### config.mk
export PLATFORM = sky130hd
export DESIGN_NAME = range_decoder_raw_bits
export DESIGN_NICKNAME = d
export VERILOG_FILES = /design/src/design/rdrb_pkg.sv /design/src/design/range_decoder_raw_bits.sv
export VERILOG_INCLUDE_DIRS = /design/src /design/src/design
export SDC_FILE = /design/constraint.sdc
export NUM_CORES = 1
export LEC_CHECK = 0
export ABC_AREA = 1
export BUFFER_PORTS_ARGS = -buffer_cell sky130_fd_sc_hd__clkbuf_2
export CAP_MARGIN = 20
export CORE_ASPECT_RATIO = 1.5
export CORE_MARGIN = 3
export CORE_UTILIZATION = 50
export CTS_BUF_LIST = sky130_fd_sc_hd__clkbuf_16
export DETAILED_ROUTE_END_ITERATION = 6
export PLACE_DENSITY = 0.73
export REMOVE_ABC_BUFFERS = 1
export SYNTH_ARGS = -nofsm -noshare
export SYNTH_HDL_FRONTEND = slang
export SYNTH_SLANG_ARGS = --single-unit
export TNS_END_PERCENT = 30
### constraint.sdc
create_clock -name clk_i -period 5.5 [get_ports clk_i]
set_input_delay 0 -clock clk_i [delete_from_list [all_inputs] [get_ports clk_i]]
set_output_delay 0 -clock clk_i [all_outputs]
set_load 0.01 [all_outputs]
### src/design/assert_macros.svh
// Assertion helpers, included by the design file range_decoder_raw_bits.sv.
`ifndef ASSERT_MACROS_SVH
`define ASSERT_MACROS_SVH
`ifndef SYNTHESIS
`define RDRB_ASSERT(lbl, prop, msg) \
  lbl: assert property (@(posedge clk_i) disable iff (!rst_ni) (prop)) else $error(msg);
`define RDRB_ASSERT_NEXT(lbl, pre, post, msg) \
  lbl: assert property (@(posedge clk_i) disable iff (!rst_ni) (pre) |=> (post)) \
    else $error(msg);
`else
`define RDRB_ASSERT(lbl, prop, msg)
`define RDRB_ASSERT_NEXT(lbl, pre, post, msg)
`endif
`endif

### src/design/rdrb_pkg.sv
package rdrb_pkg;

  localparam int unsigned RENORM_LIMIT_LOG2 = 24;
  localparam logic [31:0] RENORM_LIMIT = 32'd1 << RENORM_LIMIT_LOG2;

  localparam int unsigned PC_W = 4;
  typedef logic [PC_W-1:0] pc_t;

  localparam pc_t STEP_IDLE   = 4'd0;
  localparam pc_t STEP_MODE   = 4'd1;
  localparam pc_t STEP_ZERO   = 4'd2;
  localparam pc_t STEP_SHIFT  = 4'd3;
  localparam pc_t STEP_DIVSET = 4'd4;
  localparam pc_t STEP_DIV    = 4'd5;
  localparam pc_t STEP_FOLD   = 4'd6;
  localparam pc_t STEP_RENORM = 4'd7;
  localparam pc_t STEP_NEXT   = 4'd8;
  localparam pc_t STEP_INIT   = 4'd9;
  localparam pc_t STEP_EMIT   = 4'd10;

  typedef enum logic [3:0] {
    OP_NOP,
    OP_ACCEPT,
    OP_SHIFT,
    OP_DIVSET,
    OP_DIV,
    OP_FOLD,
    OP_RENORM,
    OP_NEXT,
    OP_INIT,
    OP_EMIT
  } op_e;

  typedef enum logic [3:0] {
    C_NEVER,
    C_NO_REQ,
    C_INIT,
    C_ZERO_BITS,
    C_LEN_ZERO,
    C_DIV_BUSY,
    C_NO_RENORM,
    C_RENORM_MORE,
    C_SECOND,
    C_OUT_BUSY
  } cond_e;

  typedef struct packed {
    op_e   op;
    cond_e cond;
    pc_t   jump;
    pc_t   next;
  } ctl_word_t;

  function automatic ctl_word_t ucode_rom(pc_t pc);
    ctl_word_t w;
    w = '{op: OP_NOP, cond: C_NEVER, jump: STEP_IDLE, next: STEP_IDLE};
    case (pc)
      STEP_IDLE:   w = '{op: OP_ACCEPT, cond: C_NO_REQ,      jump: STEP_IDLE,
                         next: STEP_MODE};
      STEP_MODE:   w = '{op: OP_NOP,    cond: C_INIT,        jump: STEP_INIT,
                         next: STEP_ZERO};
      STEP_ZERO:   w = '{op: OP_NOP,    cond: C_ZERO_BITS,   jump: STEP_EMIT,
                         next: STEP_SHIFT};
      STEP_SHIFT:  w = '{op: OP_SHIFT,  cond: C_NEVER,       jump: STEP_IDLE,
                         next: STEP_DIVSET};
      STEP_DIVSET: w = '{op: OP_DIVSET, cond: C_LEN_ZERO,    jump: STEP_FOLD,
                         next: STEP_DIV};
      STEP_DIV:    w = '{op: OP_DIV,    cond: C_DIV_BUSY,    jump: STEP_DIV,
                         next: STEP_FOLD};
      STEP_FOLD:   w = '{op: OP_FOLD,   cond: C_NO_RENORM,   jump: STEP_NEXT,
                         next: STEP_RENORM};
      STEP_RENORM: w = '{op: OP_RENORM, cond: C_RENORM_MORE, jump: STEP_RENORM,
                         next: STEP_NEXT};
      STEP_NEXT:   w = '{op: OP_NEXT,   cond: C_SECOND,      jump: STEP_SHIFT,
                         next: STEP_EMIT};
      STEP_INIT:   w = '{op: OP_INIT,   cond: C_NEVER,       jump: STEP_IDLE,
                         next: STEP_EMIT};
      STEP_EMIT:   w = '{op: OP_EMIT,   cond: C_OUT_BUSY,    jump: STEP_EMIT,
                         next: STEP_IDLE};
      default:     w = '{op: OP_NOP,    cond: C_NEVER,       jump: STEP_IDLE,
                         next: STEP_IDLE};
    endcase
    return w;
  endfunction

endpackage

### src/design/range_decoder_raw_bits.sv
// Range decoder for equiprobable raw bit fields.
// Input channel (in_valid_i / in_ready_o) carries mode_i, bit_count_i and four
// lookahead stream bytes in next_bytes_i, earliest byte in bits 31..24.
// mode_i = 0 loads the code value from the four bytes; mode_i = 1 reads
// bit_count_i raw bits (1..32, larger counts act as 32, zero decodes nothing).
// Output channel (out_valid_o / out_ready_i) returns one result per request:
// decoded_value_o, bytes_used_o (lookahead bytes consumed, the caller advances
// its stream by that much) and range_error_o for a corrupt stream.
// One request is processed at a time by a microcoded sequencer.
// Steps: an init request loads the code value; a read shifts the length, divides
// the code value by it in a restoring divider, one quotient bit per cycle and
// step, then renormalizes while the length is low, pulling one lookahead byte per
// step. A read of 20 to 32 bits runs this twice, 16 low bits then the rest, and
// the high half takes one step without a pull when the lookahead is spent (0..5
// renormalization steps in all); a zero length skips the divide.
// in_ready_o is high only while the sequencer waits for a request, so the next
// request is taken while an earlier result still waits in the output register.
// When the receiver stalls, the result holds and the sequencer waits at its
// final step. Reset clears the code value to zero and the length to all ones.
`include "assert_macros.svh"

module range_decoder_raw_bits (
  input  logic        clk_i,
  input  logic        rst_ni,
  input  logic        in_valid_i,
  output logic        in_ready_o,
  input  logic        mode_i,
  input  logic [5:0]  bit_count_i,
  input  logic [31:0] next_bytes_i,
  output logic        out_valid_o,
  input  logic        out_ready_i,
  output logic [31:0] decoded_value_o,
  output logic [2:0]  bytes_used_o,
  output logic        range_error_o
);

  rdrb_pkg::pc_t       pc_q, pc_d;
  rdrb_pkg::ctl_word_t ctl;

  logic [31:0] code_q, code_d;
  logic [31:0] len_q, len_d;
  logic [31:0] look_q, look_d;
  logic        mode_q, mode_d;
  logic [5:0]  bits_q, bits_d;
  logic [4:0]  w_q, w_d;
  logic        two_q, two_d;
  logic        phase_q, phase_d;
  logic [31:0] rem_q, rem_d;
  logic [31:0] quo_q, quo_d;
  logic [4:0]  cnt_q, cnt_d;
  logic [2:0]  used_q, used_d;
  logic        err_q, err_d;
  logic [31:0] res_q, res_d;

  logic        out_valid_q, out_valid_d;
  logic [31:0] out_val_q, out_val_d;
  logic [2:0]  out_used_q, out_used_d;
  logic        out_err_q, out_err_d;

  logic [5:0]  bits_eff;
  logic [32:0] trial;
  logic        trial_ge;
  logic [31:0] rem_next;
  logic [31:0] mask;
  logic [31:0] q_cut;
  logic [4:0]  byte_sh;
  logic [7:0]  nbyte;
  logic [31:0] len_sh8;
  logic        out_free;
  logic        cond_hit;

  assign ctl      = rdrb_pkg::ucode_rom(pc_q);
  assign out_free = !out_valid_q || out_ready_i;

  assign bits_eff = (bit_count_i > 6'd32) ? 6'd32 : bit_count_i;
  assign trial    = {rem_q, quo_q[31]} - {1'b0, len_q};
  assign trial_ge = !trial[32];
  assign rem_next = trial_ge ? trial[31:0] : {rem_q[30:0], quo_q[31]};
  assign mask     = (32'd1 << w_q) - 32'd1;
  assign q_cut    = quo_q & mask;
  assign byte_sh  = 5'd24 - {used_q[1:0], 3'b000};
  assign nbyte    = 8'(look_q >> byte_sh);
  assign len_sh8  = len_q << 8;

  always_comb begin
    case (ctl.cond)
      rdrb_pkg::C_NEVER:       cond_hit = 1'b0;
      rdrb_pkg::C_NO_REQ:      cond_hit = !in_valid_i;
      rdrb_pkg::C_INIT:        cond_hit = !mode_q;
      rdrb_pkg::C_ZERO_BITS:   cond_hit = (bits_q == 6'd0);
      rdrb_pkg::C_LEN_ZERO:    cond_hit = (len_q == 32'd0);
      rdrb_pkg::C_DIV_BUSY:    cond_hit = (cnt_q != 5'd31);
      rdrb_pkg::C_NO_RENORM:   cond_hit = (len_q >= rdrb_pkg::RENORM_LIMIT);
      rdrb_pkg::C_RENORM_MORE: cond_hit = (used_q < 3'd3) &&
                                          (len_sh8 < rdrb_pkg::RENORM_LIMIT);
      rdrb_pkg::C_SECOND:      cond_hit = two_q && !phase_q;
      rdrb_pkg::C_OUT_BUSY:    cond_hit = !out_free;
      default:                 cond_hit = 1'b0;
    endcase
  end

  assign pc_d       = cond_hit ? ctl.jump : ctl.next;
  assign in_ready_o = (ctl.op == rdrb_pkg::OP_ACCEPT);

  always_comb begin
    code_d      = code_q;
    len_d       = len_q;
    look_d      = look_q;
    mode_d      = mode_q;
    bits_d      = bits_q;
    w_d         = w_q;
    two_d       = two_q;
    phase_d     = phase_q;
    rem_d       = rem_q;
    quo_d       = quo_q;
    cnt_d       = cnt_q;
    used_d      = used_q;
    err_d       = err_q;
    res_d       = res_q;
    out_valid_d = out_valid_q && !out_ready_i;
    out_val_d   = out_val_q;
    out_used_d  = out_used_q;
    out_err_d   = out_err_q;
    case (ctl.op)
      rdrb_pkg::OP_ACCEPT: begin
        if (in_valid_i) begin
          look_d  = next_bytes_i;
          mode_d  = mode_i;
          bits_d  = bits_eff;
          two_d   = (bits_eff > 6'd19);
          w_d     = (bits_eff > 6'd19) ? 5'd16 : bits_eff[4:0];
          phase_d = 1'b0;
          used_d  = 3'd0;
          err_d   = 1'b0;
          res_d   = 32'd0;
        end
      end
      rdrb_pkg::OP_SHIFT: begin
        len_d = len_q >> w_q;
      end
      rdrb_pkg::OP_DIVSET: begin
        rem_d = 32'd0;
        cnt_d = 5'd0;
        quo_d = (len_q == 32'd0) ? 32'hFFFF_FFFF : code_q;
      end
      rdrb_pkg::OP_DIV: begin
        rem_d = rem_next;
        quo_d = {quo_q[30:0], trial_ge};
        cnt_d = cnt_q + 5'd1;
        if (cnt_q == 5'd31) begin
          code_d = rem_next;
        end
      end
      rdrb_pkg::OP_FOLD: begin
        if ((quo_q >> w_q) != 32'd0) begin
          err_d = 1'b1;
        end
        res_d = phase_q ? (res_q | (q_cut << 16)) : q_cut;
      end
      rdrb_pkg::OP_RENORM: begin
        if (used_q < 3'd4) begin
          code_d = {code_q[23:0], nbyte};
          len_d  = len_sh8;
          used_d = used_q + 3'd1;
        end
      end
      rdrb_pkg::OP_NEXT: begin
        if (two_q && !phase_q) begin
          phase_d = 1'b1;
          w_d     = 5'(bits_q - 6'd16);
        end
      end
      rdrb_pkg::OP_INIT: begin
        code_d = look_q;
        len_d  = 32'hFFFF_FFFF;
        used_d = 3'd4;
        res_d  = 32'd0;
        err_d  = 1'b0;
      end
      rdrb_pkg::OP_EMIT: begin
        if (out_free) begin
          out_valid_d = 1'b1;
          out_val_d   = res_q;
          out_used_d  = used_q;
          out_err_d   = err_q;
        end
      end
      default: begin
      end
    endcase
  end

  always_ff @(posedge clk_i or negedge rst_ni) begin
    if (!rst_ni) begin
      pc_q        <= rdrb_pkg::STEP_IDLE;
      code_q      <= 32'd0;
      len_q       <= 32'hFFFF_FFFF;
      out_valid_q <= 1'b0;
      used_q      <= 3'd0;
      cnt_q       <= 5'd0;
      phase_q     <= 1'b0;
    end else begin
      pc_q        <= pc_d;
      code_q      <= code_d;
      len_q       <= len_d;
      out_valid_q <= out_valid_d;
      used_q      <= used_d;
      cnt_q       <= cnt_d;
      phase_q     <= phase_d;
    end
  end

  always_ff @(posedge clk_i) begin
    look_q     <= look_d;
    mode_q     <= mode_d;
    bits_q     <= bits_d;
    w_q        <= w_d;
    two_q      <= two_d;
    rem_q      <= rem_d;
    quo_q      <= quo_d;
    err_q      <= err_d;
    res_q      <= res_d;
    out_val_q  <= out_val_d;
    out_used_q <= out_used_d;
    out_err_q  <= out_err_d;
  end

  assign out_valid_o     = out_valid_q;
  assign decoded_value_o = out_val_q;
  assign bytes_used_o    = out_used_q;
  assign range_error_o   = out_err_q;

  `RDRB_ASSERT_NEXT(a_busy_after_req, in_valid_i && in_ready_o, !in_ready_o, "ready after request")
  `RDRB_ASSERT(a_used_range, used_q <= 3'd4, "lookahead count above four")
  `RDRB_ASSERT_NEXT(a_div_count, ctl.op == rdrb_pkg::OP_DIV && cnt_q != 5'd31, cnt_q == $past(cnt_q) + 5'd1, "divider count skipped")
  `RDRB_ASSERT(a_emit_only, $rose(out_valid_o) |-> $past(ctl.op == rdrb_pkg::OP_EMIT), "result outside emit step")
  `RDRB_ASSERT(a_init_used, (ctl.op == rdrb_pkg::OP_INIT) |-> (used_q == 3'd0), "init with bytes used")

endmodule

## Yosys cells after proc, flatten, opt, wreduce, memory -nomap -nowiden

Memories as Yosys holds them, arrays and structs flattened.
Index checks and enable logic that the tools add are counted.

- Add/subtract/negate cells: 6
- Order comparisons: 6
- Equality and inequality tests: 25
- Shifts and indexed selects: 4
- Multiplexer cells: 30
- Bitwise operators: 2
- Reductions and logical operators: 28

Operators with widths:

| cell | number |
|---|---|
| 32-bit one-hot mux with 3 select lines | 3 |
| 32-bit 2-to-1 mux | 7 |
| 32-bit one-hot mux with 2 select lines | 2 |
| 32-bit by 5-bit right shift with 32-bit output | 2 |
| 33-bit by 32-bit subtractor with 33-bit output | 1 |
| 32-bit AND | 1 |
| 4-bit by 3-bit == test with 1-bit output (second input constant) | 8 |
| 32-bit by 25-bit greater-or-equal comparator with 1-bit output (second input constant) | 1 |
| 32-bit logical NOT | 1 |
| 32-bit by 25-bit less-than comparator with 1-bit output (second input constant) | 1 |
| 32-bit bitwise OR | 1 |
| 32-bit nonzero test | 1 |
| 1-bit by 5-bit left shift with 32-bit output (first input constant) | 1 |
| 32-bit by 5-bit right shift with 8-bit output | 1 |
| 32-bit by 1-bit subtractor with 32-bit output (second input constant) | 1 |
| 5-bit one-hot mux with 2 select lines | 2 |
| 4-bit by 2-bit == test with 1-bit output (second input constant) | 4 |
| 4-bit == test (second input constant) | 4 |
| 5-bit 2-to-1 mux | 3 |
| 3-bit AND reduction | 4 |
| 3-bit nonzero test | 4 |
| 2-bit inequality test (second input constant) | 5 |
| 1-bit one-hot mux with 9 select lines | 1 |
| 3-bit one-hot mux with 3 select lines | 1 |
| 23 further kinds | 41 |

- Flip-flop bits (word level): 256
- Memory bits (read-only): 256
- Input bits: 43
- Output and inout bits: 38
- Word-level logic and storage cells: 121
- Memories: 1

Memory list:

| memory | words | width | read ports | clocked after memory_dff | write ports | line | text |
|---|---|---|---|---|---|---|---|
| (name not given) | 16 | 16 | 1 | 0 | 0 | rdrb_pkg.sv:57 | `case (pc)` |

## Logic depth before layout (Yosys ltp)

- Depth after elaboration: 6
- Mapped depth: 18
- Depth with buffers taken out: 18

## Least setup slack after synthesis

No wires, ideal clock.

- Path kind: flip-flop to flip-flop
- Start point: register pc_q[1]
- End point: register bits_q[0], enable pin
- Setup time: 0.439 ns
- Data arrival time: 3.026 ns
- Data required time: 5.061 ns
- Slack: 2.036 ns
- Cell stages (with the launch flop): 8
- Buffers on the path: 0
- Clock period less this slack: 3.464 ns
- Path through: dfrtp_1 > inv_1 > ha_1 > nor2_2 > nand3b_4 > nor2_2 > nand2_1 > nor2_1

- Word-level cells in the longest chain between the ends: 3

RTL lines:

| element | line | text |
|---|---|---|
| start: declaration | range_decoder_raw_bits.sv:37 | `rdrb_pkg::pc_t pc_q, pc_d;` |
| start signal: assignment | range_decoder_raw_bits.sv:195 | `pc_q <= rdrb_pkg::STEP_IDLE;` |
| start signal: assignment | range_decoder_raw_bits.sv:203 | `pc_q <= pc_d;` |
| memory read 16 x 16 bit | n/a |  |
| 4-bit by 1-bit == test with 1-bit output | range_decoder_raw_bits.sv:124 | `case (ctl.op)` |
| 2-bit AND reduction (no line) | n/a |  |
| end signal: assignment | range_decoder_raw_bits.sv:216 | `bits_q <= bits_d;` |
| end: declaration | range_decoder_raw_bits.sv:44 | `logic [5:0] bits_q, bits_d;` |

Every way passes these cells.
A chain may end at the register's enable or synchronous reset.

## Worst setup path after layout

- Start point: register pc_q[1]
- End point: register code_q[19]

- Word-level cells in the longest chain between the ends: 4
- Elaborated cells between the ends (all ways): 9
- Classes of those cells: 5 x eq/ne; 1 x mux; 2 x reduce/logical; 1 x memory

RTL lines:

| element | line | text |
|---|---|---|
| memory read 16 x 16 bit * | n/a |  |
| 4-bit by 3-bit == test with 1-bit output / 4-bit == test (equally long branches) | range_decoder_raw_bits.sv:124 |  |
| 2-bit inequality test (no line) / 3-bit nonzero test (equally long branches) | n/a |  |
| 3-bit AND reduction (no line) | n/a |  |
| end signal: assignment | range_decoder_raw_bits.sv:204 | `code_q <= code_d;` |
| end: declaration | range_decoder_raw_bits.sv:40 | `logic [31:0] code_q, code_d;` |

Every way passes the cells marked *; elsewhere a longest branch is shown, timed or not.

==> out/metrics.cfg <==
[outcome]
status = finished with violations
violations = DRC

[finish]
area_growth_pct = 11.30
fin_nets = 2621
drive_gt1_share_pct = 9.953
finalNonFillerCells = 3020
nFillCells = 3347

[detailed_routing]
dr_total_vias = 17210
first_pass_iters = 7
first_iter_violations = 1909
wl_per_cell_um = 19.78
drtAntennaViolNets = 0
drc_errors = 1
routed_wl_um = 59730
vias_per_cell = 5.699

[global_route]
gr-total-overflow = 0
grt_pass1_wl_um = 91410
grt_usage_pct = 30.87
antenna_found_initial = 1
grt_pass1_vias = 16440
grt_max_degree = 91

[floorplan]
die_w_um = 159.2
fp.coreArea_sq_mm = 0.03448
io_pins = 81
die_h_um = 235.8
start_util_pct = 51.07
die_area_sq_mm = 0.03755
fp-row-count = 83

[setup_path]
r2r_end = code_q[19]$_DFFE_PN0P_
worstRegToRegCells = 16
endpoint_kind = register
path_cells = inv_1, ha_1, nand2_1, nor2_1, inv_2, nand2_1, inv_2, nand2_8, nand2_4, inv_2, nand2_1, nand3_2, buf_4, inv_2, nor2_1, a21oi_1
r2r_start = pc_q[1]$_DFF_PN0_
slowest_stage = inv_2
cp-start-kind = register
r2r_slack_ns = 1.80
critPathLaunch = pc_q[1]$_DFF_PN0_
cp.arrival_ns = 4.15
crit_fanout = 35
critical_path.max_stage_delay_ns = 0.51
crit_type = reg -> reg
crit_top_cell = inv_2
critPathCapture = code_q[19]$_DFFE_PN0P_
required_ns = 5.95

[sta]
fmax_mhz = 270.1
rsz0062_at_grt = no
hold_violations = 0
clock_skew_ns = 0.01843
period_share_pct = 67.32
finalSetupViolCount = 0
finalSetupTns_ns = 0
slew_headroom_pct = 26.09
fin_crit_ns = 3.703
maxSlewViolCount = 0
tightest_slew_ns = 1.107

[synthesis]
synth_seq_area_share_pct = 41.67
ys_types = 56
syn-cell-area_sq_mm = 0.01761
ys.warnings.count = 0
synth-seq-cells = 256
syn_avg_cell_area_sq_um = 7.164
synthCells = 2458
yosys.area.top_type = edfxtp_1
yosys.area.top_type_share_pct = 30.35
synth_area_leaders = edfxtp_1, nand2_1, inv_1

[power]
p_switching_mw = 7.723
power_mw = 14.54
internal_power_mw = 6.817
power_density_mw_per_mm2 = 741.9
p_sw_share_pct = 53.12
ir_drop_v = 0.0003465
clkPwrFrac_pct = 12.4
seqPwrFrac_pct = 27.3
p_leak_nw = 9.464
p_comb_share_pct = 60.3

[clocking]
clk_pin_slew_worst_paths_ns = 0.07
cts.sinks = 256
cts_buffer_depth = 3
cts_tree = done
ctsResizeCount = 0
cts_setup_buffers = 0
cts_buffers = 26
cts-root-buf = clkbuf_16
cts_htree_levels = 1
clk-insertion-delay-late_ns = 0.57

[run]
maxCapViolCount = 0

[placement]
gp_congestion = 1.015
io_buffers = 80
place.detailed.hpwl_um = 45590
dp_cells = 2927

[worst_hold_path]
min-delay-path-class = in -> reg

-- state kept, by name, summed over array words and instances (netlist names), 4 cells and up --
signal,count
code_q,32
decoded_value_o,32
len_q,32
look_q,32
quo_q,32
rem_q,32
res_q,32
bits_q,6
cnt_q,5
w_q,5
pc_q,4
-- Yosys cell counts, drive strengths merged --
master and count:
a211o 1, a211oi 1, a21o 1, a21oi 141, a22o 2, a22oi 25
a311oi 1, a31o 2, a31oi 14, and2 4, and3 2, buf 55
clkbuf 41, clkinv 1, dfrtp 46, dfstp 32, edfxtp 178, fa 1
ha 43, inv 339, mux2i 6, nand2 739, nand3 201, nand3b 7
nand4 38, nor2 288, nor3 15, nor4 4, o2111ai 1, o211ai 17
o21a 1, o21ai 163, o21bai 5, o22ai 18, o31ai 1, o32ai 1
or2 10, xnor2 7, xor2 6
-- metal layers --
metal  up-vias  global-route usage, %  routed length, um
met5         -                      0                  0
met4         0                  20.36               4518
met3       237                  4.006               4095
met2       813                  53.82              29640
met1      7972                  35.42              21470
li1       8188                      -                  -
-- cells in the final DEF, fill, tap and decap left out, types with 12 or more instances in the layout --
| cell | Yosys | final |
|---|---|---|
| a21oi_1 | 123 | 123 |
| a21oi_2 | 18 | 18 |
| a22oi_1 | 25 | 25 |
| a31oi_1 | 14 | 14 |
| buf_4 | 2 | 19 |
| clkbuf_16 | 0 | 26 |
| clkbuf_2 | 0 | 79 |
| dfrtp_1 | 46 | 46 |
| dfstp_2 | 32 | 32 |
| dlygate4sd3_1 | 0 | 44 |
| edfxtp_1 | 178 | 178 |
| ha_1 | 43 | 43 |
| inv_1 | 323 | 325 |
| inv_2 | 13 | 13 |
| nand2_1 | 722 | 720 |
| nand2_2 | 10 | 12 |
| nand3_1 | 197 | 197 |
| nand4_1 | 38 | 38 |
| nor2_1 | 278 | 276 |
| nor3_1 | 15 | 15 |
| o211ai_1 | 17 | 17 |
| o21ai_0 | 161 | 161 |
| o22ai_1 | 18 | 18 |
-- kinds of logic (layout without fill, tap and decap cells) --
group                    after synthesis  after routing  synth area share [%]
multiplexers                           6              6                0.3411
adder cells (fa/ha/maj)               44             44                 3.169
AND/OR/NAND/NOR                     1308           1308                 31.36
XOR/XNOR                              13             13                0.6466
other                                  0              1                     0
buffers and inverters                436            530                 10.04
AO/OA/AOI/OAI                        395            395                 12.78
flip-flops                           256            256                 41.67
-- critical path: cells and delay by family (launching register included) --
family,cells,cell delay (ns)
buf+inv,6,1.42
simple gates,8,1.23
flops,1,0.46
fa+ha+maj,1,0.35
compound gates,1,0.07
-- repair_timing --
action,in CTS,in global routing
hold buffers,43,1
setup endpoints to repair,0,0
hold endpoints to repair,91,7
-- area by class of cell --
type | count | area, sq um | area share (%)
multi-input cells | 1766 | 8524 | 43.49
inverters | 340 | 1286 | 6.563
repair buffers | 144 | 1018 | 5.197
diodes | 1 | 2.502 | 0.01277
well taps | 467 | 584.3 | 2.981
flip-flops and latches | 256 | 7337 | 37.44
clock buffers | 26 | 650.6 | 3.320
clock inverters | 20 | 195.2 | 0.9959
-- power groups by stage --
stage          logic (mW)  clock network (mW)  registers, mW
6_report             8.76                1.80           3.98
5_1_grt              9.69                1.89           4.03
4_1_cts              8.61                1.81           3.95
3_5_place_dp         8.55                   0           3.98
3_3_place_gp         8.40                   0           3.96
2_1_floorplan        5.86                   0           3.75
-- metrics by stage --
stage | hold slack [ns] | instance area, sq um | setup slack, ns | util (%)
after global placement | -0.1684 | 18270 | 2.075 | 52.99
after global routing | 0.1530 | 19600 | 1.466 | 56.84
after detailed placement | -0.1657 | 18270 | 1.957 | 52.99
after floorplan | -0.2956 | 17130 | 1.140 | -
final | 0.1497 | 19600 | 1.797 | 56.84
after CTS | 0.1169 | 19550 | 1.891 | 56.69
-- worst min path at each step --
stage / startpoint / endpoint / slack, ns / cells past startpoint
after global routing: mode_i / mode_q$_DFFE_PP_ / 0.15 / 2
after floorplan: rst_ni / cnt_q[0]$_DFFE_PN0P_ / -0.30 / 0
after CTS: in_valid_i / phase_q$_DFFE_PN0P_ / 0.12 / 4
after detailed placement: rst_ni / used_q[2]$_DFFE_PN0P_ / -0.17 / 1
after global placement: rst_ni / used_q[2]$_DFFE_PN0P_ / -0.17 / 1
final: next_bytes_i[20] / look_q[20]$_DFFE_PP_ / 0.15 / 2
Note: power is estimated with default switching activity, not from simulation.
